[config.mk]
export PLATFORM = sky130hd
export DESIGN_NAME = key_debounce_press_classifier_unit
export DESIGN_NICKNAME = d
export VERILOG_FILES = /design/src/kdpc_pkg.sv /design/src/kdpc_tracker.sv /design/src/key_debounce_press_classifier_unit.sv
export SDC_FILE = /design/constraint.sdc
export NUM_CORES = 1
export LEC_CHECK = 0
export BUFFER_PORTS_ARGS = -buffer_cell sky130_fd_sc_hd__buf_2
export CAP_MARGIN = 30
export CORE_MARGIN = 3
export CORE_UTILIZATION = 50
export CTS_CLUSTER_DIAMETER = 200
export DETAILED_ROUTE_END_ITERATION = 8
export PLACE_DENSITY = 0.69
export SLEW_MARGIN = 20
export SYNTH_ARGS = -nofsm -noshare
export SYNTH_HDL_FRONTEND = slang
export SYNTH_SLANG_ARGS = --single-unit
[constraint.sdc]
create_clock -name clk_i -period 10.1 [get_ports clk_i]
set_input_delay 2.02 -clock clk_i [delete_from_list [all_inputs] [get_ports clk_i]]
set_output_delay 2.02 -clock clk_i [all_outputs]
set_load 0.01 [all_outputs]
[src/kdpc_pkg.sv]
`default_nettype none
// ----------------------------------------------------------------------------
// kdpc_pkg
// Shared types and constants of the key debounce and press classifier.
// ----------------------------------------------------------------------------
package kdpc_pkg;

  localparam int unsigned TimeWidthDef = 32;
  localparam int unsigned CfgWidth     = 32;
  localparam int unsigned CfgIdxWidth  = 2;

  localparam logic [7:0]  DebounceLimitRst = 8'd5;
  localparam logic [31:0] LongTimeRst      = 32'd30000;
  localparam logic [31:0] LongLongTimeRst  = 32'd50000;
  localparam logic [7:0]  CountMax         = 8'hFF;

  typedef enum logic [CfgIdxWidth-1:0] {
    REG_DEBOUNCE_LIMIT = 2'd0,
    REG_LONG_TIME      = 2'd1,
    REG_LONG_LONG_TIME = 2'd2
  } kdpc_reg_e;

  typedef enum logic [1:0] {
    EV_NONE      = 2'd0,
    EV_SHORT     = 2'd1,
    EV_LONG      = 2'd2,
    EV_LONG_LONG = 2'd3
  } kdpc_event_e;

  typedef enum logic [2:0] {
    PH_IDLE   = 3'b001,
    PH_HELD   = 3'b010,
    PH_REPORT = 3'b100
  } kdpc_phase_e;

  typedef struct packed {
    logic [7:0]  debounce_limit;
    logic [31:0] long_time;
    logic [31:0] long_long_time;
  } kdpc_cfg_t;

  typedef struct packed {
    logic        pin_level;
    logic [31:0] now_time;
    logic        inhibit;
  } kdpc_item_t;

  typedef struct packed {
    logic        debounced_level;
    kdpc_event_e press_event;
    logic        press_began;
    logic        long_reached;
    logic        long_long_reached;
  } kdpc_result_t;

endpackage
`default_nettype wire

[src/kdpc_tracker.sv]
`default_nettype none
// ----------------------------------------------------------------------------
// kdpc_tracker
// Debounce state and press-phase machine; one tick is applied per enable.
// ----------------------------------------------------------------------------
module kdpc_tracker import kdpc_pkg::*; #(
  parameter int unsigned TimeWidth = TimeWidthDef
) (
  input  wire logic         clk_i,
  input  wire logic         rst_ni,
  input  wire logic         en_i,
  input  wire kdpc_cfg_t    cfg_i,
  input  wire kdpc_item_t   item_i,
  output kdpc_result_t      res_o
);

  localparam int unsigned CmpWidth = (TimeWidth > 32) ? TimeWidth : 32;

  logic                 level_q, level_d;
  logic [7:0]           cnt_q, cnt_d;
  kdpc_phase_e          phase_q, phase_d;
  logic [TimeWidth-1:0] start_q, start_d;
  logic                 long_q, long_d;
  logic                 llong_q, llong_d;

  logic [7:0]           cnt_inc;
  logic [CmpWidth-1:0]  now_ext;
  logic [TimeWidth-1:0] now_t;
  logic [TimeWidth-1:0] elapsed;
  logic [CmpWidth-1:0]  elapsed_ext;
  kdpc_event_e          event_d;
  logic                 began_d;

  assign now_ext     = CmpWidth'(item_i.now_time);
  assign now_t       = now_ext[TimeWidth-1:0];
  assign elapsed     = now_t - start_q;
  assign elapsed_ext = CmpWidth'(elapsed);
  assign cnt_inc     = (cnt_q == CountMax) ? CountMax : cnt_q + 8'd1;

  always_comb begin
    level_d = level_q;
    cnt_d   = cnt_q;
    phase_d = phase_q;
    start_d = start_q;
    long_d  = long_q;
    llong_d = llong_q;
    event_d = EV_NONE;
    began_d = 1'b0;
    if (!item_i.inhibit) begin
      if (item_i.pin_level == level_q) begin
        cnt_d = 8'd0;
      end else if (cnt_inc > cfg_i.debounce_limit) begin
        level_d = item_i.pin_level;
        cnt_d   = 8'd0;
      end else begin
        cnt_d = cnt_inc;
      end
      unique case (phase_q)
        PH_HELD: begin
          if (!level_d) begin
            if (elapsed_ext > CmpWidth'(cfg_i.long_time)) long_d = 1'b1;
            if (elapsed_ext > CmpWidth'(cfg_i.long_long_time)) llong_d = 1'b1;
          end else begin
            phase_d = PH_REPORT;
          end
        end
        PH_REPORT: begin
          if (llong_q) begin
            long_d  = 1'b0;
            event_d = EV_LONG_LONG;
          end else if (long_q) begin
            event_d = EV_LONG;
          end else begin
            event_d = EV_SHORT;
          end
          phase_d = PH_IDLE;
        end
        default: begin
          phase_d = PH_IDLE;
          if (!level_d) begin
            start_d = now_t;
            phase_d = PH_HELD;
            long_d  = 1'b0;
            llong_d = 1'b0;
            began_d = 1'b1;
          end
        end
      endcase
    end
  end

  always_comb begin
    res_o.debounced_level   = level_d;
    res_o.press_event       = event_d;
    res_o.press_began       = began_d;
    res_o.long_reached      = long_d;
    res_o.long_long_reached = llong_d;
  end

  always_ff @(posedge clk_i or negedge rst_ni) begin
    if (!rst_ni) begin
      level_q <= 1'b1;
      cnt_q   <= 8'd0;
      phase_q <= PH_IDLE;
      long_q  <= 1'b0;
      llong_q <= 1'b0;
    end else if (en_i) begin
      level_q <= level_d;
      cnt_q   <= cnt_d;
      phase_q <= phase_d;
      long_q  <= long_d;
      llong_q <= llong_d;
    end
  end

  always_ff @(posedge clk_i) begin
    if (en_i) begin
      start_q <= start_d;
    end
  end

`ifndef SYNTH
  a_event_from_report: assert property (@(posedge clk_i) disable iff (!rst_ni)
    (res_o.press_event != EV_NONE) |-> (phase_q == PH_REPORT && !item_i.inhibit))
    else $error("press event outside report phase");

  a_began_enters_held: assert property (@(posedge clk_i) disable iff (!rst_ni)
    (en_i && res_o.press_began) |=> (phase_q == PH_HELD && !long_q && !llong_q))
    else $error("press start did not enter held phase");

  a_inhibit_holds: assert property (@(posedge clk_i) disable iff (!rst_ni)
    (en_i && item_i.inhibit) |=> ($stable(level_q) && $stable(phase_q) &&
                                  $stable(cnt_q) && $stable(long_q)))
    else $error("inhibited tick changed state");

  a_long_long_clears_long: assert property (@(posedge clk_i) disable iff (!rst_ni)
    (en_i && res_o.press_event == EV_LONG_LONG) |=> (!long_q && llong_q))
    else $error("long-long report left long flag set");
`endif

endmodule
`default_nettype wire

[src/key_debounce_press_classifier_unit.sv]
`default_nettype none
// An accepted tick is held in the input register, then its result in the result register.
// Throughput: one tick per cycle; the input register empties into the result
// register whenever that register is free or being taken.
// Reset: asynchronous, active low; level released, phase idle, flags cleared,
// configuration registers at their default values. No clearing pass.
// ----------------------------------------------------------------------------
// key_debounce_press_classifier_unit
// Debounces an active-low button and classifies short, long and long-long presses.
// ----------------------------------------------------------------------------
module key_debounce_press_classifier_unit import kdpc_pkg::*; #(
  parameter int unsigned TimeWidth = TimeWidthDef
) (
  input  wire logic                   clk_i,
  input  wire logic                   rst_ni,
  input  wire logic                   cfg_we_i,
  input  wire logic [CfgIdxWidth-1:0] cfg_index_i,
  input  wire logic [CfgWidth-1:0]    cfg_data_i,
  input  wire logic                   in_valid_i,
  output logic                        in_stall_o,
  input  wire logic                   pin_level_i,
  input  wire logic [31:0]            now_time_i,
  input  wire logic                   inhibit_i,
  output logic                        out_valid_o,
  input  wire logic                   out_stall_i,
  output logic                        debounced_level_o,
  output logic [1:0]                  press_event_o,
  output logic                        press_began_o,
  output logic                        long_reached_o,
  output logic                        long_long_reached_o
);

  kdpc_cfg_t    cfg_q;
  logic         in_vld_q, in_vld_d;
  kdpc_item_t   item_q;
  logic         out_vld_q, out_vld_d;
  kdpc_result_t res_q;
  kdpc_result_t res;
  logic         out_ready;
  logic         advance;
  logic         accept;

  always_ff @(posedge clk_i or negedge rst_ni) begin
    if (!rst_ni) begin
      cfg_q.debounce_limit <= DebounceLimitRst;
      cfg_q.long_time      <= LongTimeRst;
      cfg_q.long_long_time <= LongLongTimeRst;
    end else if (cfg_we_i) begin
      unique case (cfg_index_i)
        REG_DEBOUNCE_LIMIT: cfg_q.debounce_limit <= cfg_data_i[7:0];
        REG_LONG_TIME:      cfg_q.long_time      <= cfg_data_i;
        REG_LONG_LONG_TIME: cfg_q.long_long_time <= cfg_data_i;
        default: ;
      endcase
    end
  end

  assign out_ready  = !out_vld_q || !out_stall_i;
  assign advance    = in_vld_q && out_ready;
  assign in_stall_o = in_vld_q && !out_ready;
  assign accept     = in_valid_i && !in_stall_o;

  always_comb begin
    in_vld_d = in_vld_q;
    if (accept) begin
      in_vld_d = 1'b1;
    end else if (advance) begin
      in_vld_d = 1'b0;
    end
    out_vld_d = out_vld_q;
    if (advance) begin
      out_vld_d = 1'b1;
    end else if (out_ready) begin
      out_vld_d = 1'b0;
    end
  end

  always_ff @(posedge clk_i or negedge rst_ni) begin
    if (!rst_ni) begin
      in_vld_q  <= 1'b0;
      out_vld_q <= 1'b0;
    end else begin
      in_vld_q  <= in_vld_d;
      out_vld_q <= out_vld_d;
    end
  end

  always_ff @(posedge clk_i) begin
    if (accept) begin
      item_q.pin_level <= pin_level_i;
      item_q.now_time  <= now_time_i;
      item_q.inhibit   <= inhibit_i;
    end
    if (advance) begin
      res_q <= res;
    end
  end

  kdpc_tracker #(
    .TimeWidth(TimeWidth)
  ) u_tracker (
    .clk_i  (clk_i),
    .rst_ni (rst_ni),
    .en_i   (advance),
    .cfg_i  (cfg_q),
    .item_i (item_q),
    .res_o  (res)
  );

  assign out_valid_o         = out_vld_q;
  assign debounced_level_o   = res_q.debounced_level;
  assign press_event_o       = res_q.press_event;
  assign press_began_o       = res_q.press_began;
  assign long_reached_o      = res_q.long_reached;
  assign long_long_reached_o = res_q.long_long_reached;

endmodule
`default_nettype wire

==> impl_metrics.env, run 1 <==
export IMPL_tightest_slew_ns=0.8104
export IMPL_final_cell_mix="inv_1, ha_1, buf_2"
export IMPL_nets=1094
export IMPL_crit_required_ns=10.27
export IMPL_cts_repair_resized=0
export IMPL_peakVddDrop_v=0.0001395
export IMPL_design_portCount=81
export IMPL_drv_cap=0
export IMPL_detail_route_wl_per_cell_um=16.58
export IMPL_clock_root_buffer="clkbuf_16"
export IMPL_cts_hold_buffers=0
export IMPL_clk_latency_ns=0.43
export IMPL_power_leakage_nw=4.927
export IMPL_min_delay_path_class="register to register"
export IMPL_synthCells=822
export IMPL_startpoint_type="register"
export IMPL_synthDistinctLibCells=62
export IMPL_clk_pin_slew_ns=0.06
export IMPL_maxSlewViolCount=0
export IMPL_finalSetupTns_ns=0
export IMPL_finalClockSkew_ns=0.006037
export IMPL_fin_crit_sh_pct=45.71
export IMPL_power_total_mw=2.167
export IMPL_syn_area_mm2=0.009233
export IMPL_hold_path_end="u_tracker.start_q[0]$_DFFE_PP_"
export IMPL_area_delta_synth_final_pct=13.90
export IMPL_yosys_area_top_type="edfxtp_1"
export IMPL_detail_route_antenna_nets=0
export IMPL_yosys_warnings=0
export IMPL_grt_pass1_wl_mm=31.79
export IMPL_num_rows=49
export IMPL_end_kind="register"
export IMPL_place_congestion=0.8681
export IMPL_final_area_mm2=0.01052
export IMPL_whs_path_depth=0
export IMPL_grt_setup_unrepaired="no"
export IMPL_criticalPathCategory="register to register"
export IMPL_cp_arrival_ns=4.79
export IMPL_grt_overflow_total=0
export IMPL_drt_first_pass_iters=5
export IMPL_post_cts_buffers=0
export IMPL_core_area_mm2=0.01802
export IMPL_drt_total_wl_mm=19.20
export IMPL_die_x_um=141.9
export IMPL_grt_max_degree=61
export IMPL_r2r_end="long_long_reached_o$_DFFE_PP_"
export IMPL_yosysTopAreaCellShare_pct=23.42
export IMPL_drt_iter0_drc=413
export IMPL_vias_per_cell=5.503
export IMPL_setup_slack_ns=5.484
export IMPL_cts_buffers=17
export IMPL_grt_pass1_vias=6422
export IMPL_port_buffers=80
export IMPL_crit_start="item_q[1]$_DFFE_PP_"
export IMPL_antenna_found_initial=0
export IMPL_dieArea_mm2=0.02013
export IMPL_vias=6372
export IMPL_max_freq_mhz=216.6
export IMPL_status="finished clean"
export IMPL_period_needed_ns=4.616
export IMPL_dp_cells=1125
export IMPL_ys_top_cells_by_area="edfxtp_1, dfrtp_1, ha_1, mux2_2, dfstp_2"
export IMPL_mostFrequentLayoutCell="inv_1"
export IMPL_timing_rr_start="item_q[1]$_DFFE_PP_"
export IMPL_async_flop_share_pct=55.00
export IMPL_route_detailed_drc=0
export IMPL_crit_path_max_fanout=4
export IMPL_dieHeight_um=141.9
export IMPL_diodes=0
export IMPL_synth_edf_count=72
export IMPL_final_cells=1158
export IMPL_setup_violations=0
export IMPL_r2r_slack_ns=5.48
export IMPL_start_util_pct=51.22
export IMPL_synth_fp_nets=1000
export IMPL_htree_levels=4
export IMPL_syn_avg_cell_area_um2=11.23
export IMPL_seq_area_frac_synth_pct=47.50
export IMPL_min_from="item_q[1]$_DFFE_PP_"
export IMPL_ys_ff_latch=160
export IMPL_dpl_hpwl_mm=14.27
export IMPL_drive_above_1_share_pct=23.04
export IMPL_cts_tree="built"
export IMPL_worstRegToRegCells=21
export IMPL_cts_buffer_depth=2
export IMPL_powerDensity_mw_per_mm2=206.1
export IMPL_maxSlewHeadroom_pct=45.56
export IMPL_clock_sinks=160
export IMPL_synthFlopType="edfxtp_1"
export IMPL_placed_cell_area_mm2=0.009915
export IMPL_dpl_worst_slack_ns=5.479
export IMPL_hold_viol=0
export IMPL_grtUsageTotal_pct=20.03
cells in the mapped netlist (13+ instances only):
library cell / n
a21o_1: 34
a21oi_1: 45
dfrtp_1: 71
dfstp_2: 17
edfxtp_1: 72
ha_1: 104
inv_1: 113
mux2_2: 68
nand2_1: 28
nand4_1: 20
nor2_1: 36
o21a_1: 13
o21ai_0: 36
xnor2_1: 21
power breakdown:
part	leakage [nW]	switching, mW	internal (mW)
clock network	0.279	0.256	0.363
registers	1.70	0.0525	0.801
logic	2.94	0.375	0.319
worst max-delay path by stage:
stage	endpoint	cells past startpoint
floorplan	u_tracker.start_q[0]$_DFFE_PP_	13
global placement	long_long_reached_o$_DFFE_PP_	21
detailed placement	long_long_reached_o$_DFFE_PP_	21
CTS	long_long_reached_o$_DFFE_PP_	21
global route	long_long_reached_o$_DFFE_PP_	21
finish	long_long_reached_o$_DFFE_PP_	21
registers in the layout, indices dropped and copies added, names as in the netlist:
name,count
cfg_q,72
item_q,34
u_tracker.start_q,32
u_tracker.cnt_q,8
u_tracker.phase_q,3
press_event_o,2
debounced_level_o,1
in_vld_q,1
long_long_reached_o,1
long_reached_o,1
out_valid_o,1
press_began_o,1
u_tracker.level_q,1
u_tracker.llong_q,1
u_tracker.long_q,1
kinds of logic (layout without fill, tap and decap cells):
group	count (synthesis)	count (layout)	synth area share (%)
compound gates	191	191	13.84
flops	160	160	47.50
simple gates	145	145	8.158
buf+inv	124	231	5.150
fa+ha+maj	105	105	14.31
mux	68	68	8.294
xor+xnor	29	29	2.751
critical path, stage by stage, from the launching register on:
cell and delay (ns):
edfxtp_1 0.38, inv_1 0.07, ha_1 0.15, inv_1 0.05
fa_1 0.39, a21o_1 0.21, a311oi_2 0.33, or4_4 0.19
a21oi_2 0.06, a221o_1 0.34, a21oi_2 0.21, nor3_1 0.08
a311o_1 0.30, ha_1 0.19, a21o_1 0.17, a21o_1 0.17
a21oi_1 0.13, o21ai_0 0.12, a2111oi_0 0.45, a21oi_1 0.15
nand4bb_1 0.14, o21ai_0 0.09
routing by layer:
layer / up-vias / GRT usage [%] / part of all wire (%)
li1: 3161 / - / -
met1: 3074 / 26.79 / 47
met2: 109 / 33.08 / 48
met3: 28 / 4.382 / 3.5
met4: 0 / 5.556 / 1.6
met5: - / 0 / 0
stage by stage:
stage	hold WS, ns	utilization, %
global placement	0.4349	55.00
CTS	0.4526	58.19
floorplan	0.4264	-
finish	0.4519	58.34
detailed placement	0.4378	55.00
global route	0.4537	58.34
area by class of cell:
class / instances / area [um^2]
clock buffers: 25 / 528.0
clock inverters: 7 / 46.29
fillers: 1551 / 7508
inverters: 113 / 424.2
multi-input cells: 538 / 4378
flip-flops and latches: 160 / 4385
well taps: 229 / 286.5
repair buffers: 86 / 467.9
Note: power is estimated with default switching activity, not from simulation.
==> run 2, diff against run 1 <==
- ABC_AREA: unset -> 1
- PLACE_DENSITY: 0.69 -> 0.71
- clock period: 10.1 -> 3.7 ns (I/O delays scaled with it)
==> run 2 against run 1 <==
Count of clock-buffer cells in the layout decreased by 7. Global-route usage grew 0.85 points. Largest power group unchanged. Critical endpoint is now long_reached_o$_DFFE_PP_. Sequential power grew to 2.7 times the previous value. Non-clock buffer count is 5 higher. Setup slack worse by 5.2 ns.
==> impl_metrics.env, run 2 <==
export IMPL_yosysTopAreaCellShare_pct=22.37
export IMPL_vias=7619
export IMPL_clock_root_buffer="clkbuf_16"
export IMPL_period_needed_ns=3.441
export IMPL_powerDensity_mw_per_mm2=558.5
export IMPL_drive_above_1_share_pct=14.89
export IMPL_drv_cap=0
export IMPL_start_util_pct=51.32
export IMPL_dpl_worst_slack_ns=0.1540
export IMPL_startpoint_type="register"
export IMPL_synthCells=1139
export IMPL_vias_per_cell=5.049
export IMPL_yosysMostFrequentCell="nand2_1"
export IMPL_crit_path_max_fanout=4
export IMPL_grt_pass1_vias=7493
export IMPL_synth_compound_area_share_pct=12.20
export IMPL_largest_reg_flops=72
export IMPL_num_rows=50
export IMPL_yosys_area_top_type="edfxtp_1"
export IMPL_grt_pass1_wl_mm=35.98
export IMPL_synth_edf_count=72
export IMPL_synthDistinctLibCells=39
export IMPL_nets=1414
export IMPL_cts_tree="built"
export IMPL_setup_slack_ns=0.2594
export IMPL_synth_fp_nets=1317
export IMPL_criticalPathCategory="register to register"
export IMPL_grt_max_degree=65
export IMPL_grtUsageTotal_pct=20.88
export IMPL_cp_num_buf_inv=0
export IMPL_dpl_hpwl_mm=16.47
export IMPL_mostFrequentLayoutCell="nand2_1"
export IMPL_ys_top_cells_by_area="edfxtp_1, dfrtp_1, ha_1, nand2_1, inv_1"
export IMPL_critPathMostFrequentCell="nand2_1"
export IMPL_power_leakage_nw=5.488
export IMPL_fin_crit_sh_pct=92.99
export IMPL_final_cell_mix="nand2_1, inv_1, o21ai_0"
export IMPL_cp_arrival_ns=3.62
export IMPL_diodes=0
export IMPL_crit_family="simple AND/OR/NAND/NOR gates"
export IMPL_n_fill_cell=1680
export IMPL_drt_total_wl_mm=21.46
export IMPL_synth_adder_area_share_pct=13.67
export IMPL_whs_ns=0.3775
export IMPL_maxSlewHeadroom_pct=46.81
export IMPL_synthFlopType="edfxtp_1"
export IMPL_min_delay_path_class="input pin to asynchronous set/reset pin"
export IMPL_synth_xor_area_share_pct=2.447
export IMPL_slowest_delay_ns=0.40
export IMPL_antenna_found_initial=0
export IMPL_cts_hold_buffers=0
export IMPL_drt_iter0_drc=485
export IMPL_drt_first_pass_iters=5
export IMPL_die_x_um=145.0
export IMPL_synth_simple_area_share_pct=17.21
export IMPL_hold_viol=0
export IMPL_port_buffers=80
export IMPL_synth_top_family_by_area="simple AND/OR/NAND/NOR gates"
export IMPL_detail_route_wl_per_cell_um=14.22
export IMPL_max_freq_mhz=290.7
export IMPL_synth_top_cells_by_count="nand2_1, inv_1, o21ai_0"
export IMPL_syn_avg_cell_area_um2=8.484
export IMPL_ys_ff_latch=160
export IMPL_reg_top3="cfg_q x72, item_q x34, u_tracker.start_q x32"
export IMPL_route_detailed_drc=0
export IMPL_syn_area_mm2=0.009663
export IMPL_core_area_mm2=0.01883
export IMPL_path_cells="ha_1 -> nand2_1 -> o21ai_0 -> nand2_1 -> nand3_2 -> nand3_1 -> nand2_1 -> xor2_1 -> ha_1 -> a21oi_1 -> o21ai_0 -> a21o_1 -> nor2_1 -> nand2_1 -> nand2_1 -> nand2_1"
export IMPL_synthMuxAreaShare_pct=0
export IMPL_end_kind="register"
export IMPL_finalSetupTns_ns=0
export IMPL_design_portCount=81
export IMPL_setup_violations=0
export IMPL_clock_sinks=160
export IMPL_critPathSlowestCell="edfxtp_1"
export IMPL_dieHeight_um=145.0
export IMPL_yosys_warnings=0
export IMPL_finalClockSkew_ns=0.01057
export IMPL_cts_buffers=17
export IMPL_htree_levels=4
export IMPL_crit_required_ns=3.88
export IMPL_cts_buffer_depth=2
export IMPL_detail_route_antenna_nets=0
export IMPL_clk_pin_slew_ns=0.07
export IMPL_async_flop_share_pct=55.00
export IMPL_area_delta_synth_final_pct=14.96
export IMPL_grt_setup_unrepaired="no"
export IMPL_seq_area_frac_synth_pct=45.38
export IMPL_grt_overflow_total=0
export IMPL_place_congestion=0.9654
export IMPL_tightest_slew_ns=0.7979
export IMPL_maxSlewViolCount=0
export IMPL_status="finished clean"
export IMPL_max_flop_register="cfg_q"
export IMPL_peakVddDrop_v=0.0003469
export IMPL_dieArea_mm2=0.02103
export IMPL_clk_latency_ns=0.43
-- run 2: final timing paths --
check                                            endpoint  slack (ns)  depth (start not counted)           startpoint
setup / recovery                 long_reached_o$_DFFE_PP_        0.26                         16  item_q[9]$_DFFE_PP_
hold / removal             u_tracker.cnt_q[2]$_DFFE_PN0P_        0.38                          1               rst_ni
setup reg to reg                 long_reached_o$_DFFE_PP_        0.26                         16  item_q[9]$_DFFE_PP_
hold reg to reg            u_tracker.start_q[2]$_DFFE_PP_        0.46                          0  item_q[3]$_DFFE_PP_
max in group asynchronous            cfg_q[4]$_DFFE_PN1P_        2.52                          2               rst_ni
min in group clk_i         u_tracker.start_q[2]$_DFFE_PP_        0.46                          0  item_q[3]$_DFFE_PP_
-- run 2: area by class of cell --
class / instances / area [um^2] / area share [%]
multi-input cells: 745 / 4463 / 40.18
well taps: 260 / 325.3 / 2.929
repair buffers: 91 / 510.5 / 4.596
clock buffers: 18 / 429.2 / 3.863
clock inverters: 14 / 165.2 / 1.487
inverters: 221 / 829.5 / 7.468
flip-flops and latches: 160 / 4385 / 39.48
-- run 2: cells by family (layout without fill, tap and decap cells) --
kind of cell	Yosys count	in the layout
fa+ha+maj	105	105
flops	160	160
buf+inv	234	344
xor+xnor	27	27
compound gates	218	218
simple gates	395	395
-- run 2: worst reg2reg max path: cells and delay by family (launching register included) --
family	cells	cell delay, ns
simple gates	9	1.05
compound gates	4	0.74
fa+ha+maj	2	0.72
flops	1	0.40
xor+xnor	1	0.29
-- run 2: per-stage QoR --
| stage | util [%] | area (um^2) | total power, mW | std cells |
|---|---|---|---|---|
| 2_1_floorplan | - | 9663 | 3.792 | 1139 |
| 3_3_place_gp | 55.31 | 10420 | 4.324 | 1473 |
| 3_5_place_dp | 55.42 | 10440 | 4.379 | 1474 |
| 4_1_cts | 58.57 | 11030 | 6.215 | 1506 |
| 5_1_grt | 58.99 | 11110 | 6.671 | 1509 |
| 6_report | 58.99 | 11110 | 6.204 | 1509 |
-- run 2: routing by layer --
layer	up-vias	part of all wire (%)	track usage, %
met1	3510	45	26.78
met2	178	49	36.10
met5	-	0	0
li1	3902	-	-
met4	0	1.7	6.983
met3	29	3.9	3.467
-- run 2: repair_timing --
action | CTS | global route
setup buffers | 0 | 3
setup endpoints to repair | 0 | 4
gates resized for setup | 0 | 15
-- run 2: power breakdown --
part / switching [mW] / internal [mW]
combinational: 1.30 / 0.792
sequential: 0.136 / 2.17
clock: 0.745 / 1.06
total: 2.19 / 4.02
==> run 3, diff against run 2 <==
- ABC_AREA: 1 -> unset
==> run 3 against run 2 <==
The run now ends with negative setup slack left. Clock power about the same. Sequential power about the same. Sequential share of layout area down 1.6 points. Core utilization up 5.2 points. Critical endpoint is now long_long_reached_o$_DFFE_PP_. Largest power group is now combinational logic. Highest routed layer unchanged.
==> impl_metrics.env, run 3 (synthesized netlist as in run 1, its figures left out) <==
export IMPL_max_flop_register="cfg_q"
export IMPL_p_seq_share_pct=35.6
export IMPL_grt_max_degree=35
export IMPL_end_kind="register"
export IMPL_hold_viol=0
export IMPL_setup_slack_ns=-0.3968
export IMPL_cts_buffer_depth=2
export IMPL_grt_pass1_wl_mm=34.56
export IMPL_drt_total_wl_mm=21.49
export IMPL_place_congestion=0.8632
export IMPL_clk_latency_ns=0.43
export IMPL_drive_above_1_share_pct=35.35
export IMPL_cts_tree="built"
export IMPL_detail_route_antenna_nets=0
export IMPL_vias=6899
export IMPL_max_freq_mhz=244.1
export IMPL_criticalPathCategory="register to register"
export IMPL_power_total_mw=6.546
export IMPL_cts_buffers=17
export IMPL_setup_violations=4
export IMPL_dieHeight_um=141.9
export IMPL_die_x_um=141.9
export IMPL_grtUsageTotal_pct=21.76
export IMPL_maxSlewViolCount=0
export IMPL_nets=1192
export IMPL_grt_pass1_vias=6918
export IMPL_postLayoutCoreUtil_pct=64.22
export IMPL_start_util_pct=51.22
export IMPL_crit_path_max_fanout=4
export IMPL_diodes=0
export IMPL_crit_required_ns=3.89
export IMPL_period_needed_ns=4.097
export IMPL_drt_first_pass_iters=5
export IMPL_dp_cells=1212
export IMPL_placed_cell_area_mm2=0.01061
export IMPL_port_buffers=80
export IMPL_final_area_mm2=0.01158
export IMPL_drv_cap=0
export IMPL_power_leakage_nw=5.449
export IMPL_timing_rr_start="item_q[5]$_DFFE_PP_"
export IMPL_dpl_hpwl_mm=15.36
export IMPL_multi_input_area_mm2=0.004672
export IMPL_route_detailed_drc=0
export IMPL_whs_ns=0.2554
export IMPL_num_rows=49
export IMPL_cp_arrival_ns=4.28
export IMPL_dpl_worst_slack_ns=-0.6084
export IMPL_crit_start="item_q[5]$_DFFE_PP_"
export IMPL_peakVddDrop_v=0.0005044
export IMPL_clkPwrFrac_pct=27.1
export IMPL_detail_route_wl_per_cell_um=17.11
export IMPL_finalClockSkew_ns=0.009844
export IMPL_p_int_mw=4.379
export IMPL_violations="negative setup slack"
export IMPL_reg_top3="cfg_q x72, item_q x34, u_tracker.start_q x32"
export IMPL_grt_setup_unrepaired="yes"
export IMPL_status="finished, violations left"
export IMPL_mostFrequentLayoutCell="inv_1"
export IMPL_min_delay_path_class="input pin to asynchronous set/reset pin"
export IMPL_startpoint_type="register"
export IMPL_clock_root_buffer="clkbuf_16"
export IMPL_htree_levels=4
export IMPL_final_cell_mix="inv_1, buf_4, ha_1"
export IMPL_dieArea_mm2=0.02013
export IMPL_core_area_mm2=0.01802
export IMPL_design_portCount=81
export IMPL_swShare_pct=33.10
export IMPL_p_switching_mw=2.167
export IMPL_vias_per_cell=5.493
export IMPL_area_delta_synth_final_pct=25.38
export IMPL_n_fill_cell=1439
export IMPL_final_cells=1256
export IMPL_ff_latch_area_mm2=0.004385
export IMPL_tightest_slew_ns=0.5491
export IMPL_largest_reg_flops=72
export IMPL_grt_overflow_total=0
export IMPL_clk_pin_slew_ns=0.07
export IMPL_r2r_slack_ns=-0.40
export IMPL_finalSetupTns_ns=-1.146
export IMPL_antenna_found_initial=0
export IMPL_power_combinational_fraction_pct=37.2
export IMPL_powerDensity_mw_per_mm2=565.5
export IMPL_fin_crit_sh_pct=110.7
export IMPL_clock_sinks=160
export IMPL_drt_iter0_drc=413
export IMPL_maxSlewHeadroom_pct=63.40
[run 3: cell types whose count changed in the layout (fill, tap and decap cells not counted), sizes merged, moves of 13 or more]
| cell | before | now |
|---|---|---|
| nor2 | 79 | 36 |
| buf | 91 | 184 |
| a21oi | 74 | 48 |
| xnor2 | 6 | 21 |
| nand2 | 254 | 28 |
| o21ai | 120 | 41 |
| a21o | 4 | 36 |
| nand3 | 32 | 8 |
| xor2 | 21 | 8 |
| mux2 | 0 | 68 |
| inv | 222 | 121 |
[run 3: power by group through the flow]
stage	Sequential, mW	Combinational (mW)	Clock, mW
3_5_place_dp	2.37	2.18	0
4_1_cts	2.33	2.34	1.80
6_report	2.33	2.44	1.78
2_1_floorplan	2.33	1.43	0
5_1_grt	2.37	2.71	1.89
3_3_place_gp	2.35	2.11	0
[run 3: path summary, 6_finish.rpt]
| check | endpoint | cells past startpoint |
|---|---|---|
| max | long_long_reached_o$_DFFE_PP_ | 20 |
| min | u_tracker.cnt_q[6]$_DFFE_PN0P_ | 1 |
| max reg2reg | long_long_reached_o$_DFFE_PP_ | 20 |
| min reg2reg | u_tracker.start_q[0]$_DFFE_PP_ | 0 |
| max in group asynchronous | cfg_q[15]$_DFFE_PN1P_ | 2 |
| min in group clk_i | u_tracker.start_q[0]$_DFFE_PP_ | 0 |
[run 3: area by class of cell]
cell class                      count  share of cell area, %
Tap cell                          229                  2.475
Sequential cell                   160                  37.88
Clock buffer                       18                  3.891
Timing Repair Buffer              184                  10.51
Multi-Input combinational cell    538                  40.36
Inverter                          113                  3.664
Clock inverter                     14                  1.221
[run 3: critical path, stage by stage (launching register included)]
cell,delay (ns)
edfxtp_1,0.40
ha_1,0.31
a21o_2,0.17
buf_4,0.14
a311oi_2,0.05
or4_4,0.56
a21oi_4,0.17
a22o_4,0.17
a21oi_4,0.06
buf_4,0.15
a22oi_2,0.20
xor2_2,0.13
ha_1,0.32
buf_4,0.10
nand4_1,0.12
nor2_1,0.21
nand4_1,0.16
o21ai_0,0.16
a21oi_2,0.07
nand4bb_1,0.13
o21ai_1,0.07
[run 3: per-layer routing]
| layer | track usage (%) | vias to the layer above | wire length, um |
|---|---|---|---|
| met4 | 5.859 | 0 | 408 |
| met1 | 29.68 | 3376 | 9828 |
| li1 | - | 3357 | - |
| met5 | 0 | - | 0 |
| met2 | 35.62 | 140 | 10480 |
| met3 | 4.382 | 26 | 776 |
[run 3: timing repair]
item / 4_1_cts / 5_1_grt
pin swaps: 28 / 22
endpoints found under the hold margin: 0 / 0
buffers inserted: 11 / 5
hold buffers: 0 / 0
gates resized for setup: 35 / 20
endpoints found under the setup margin: 4 / 4
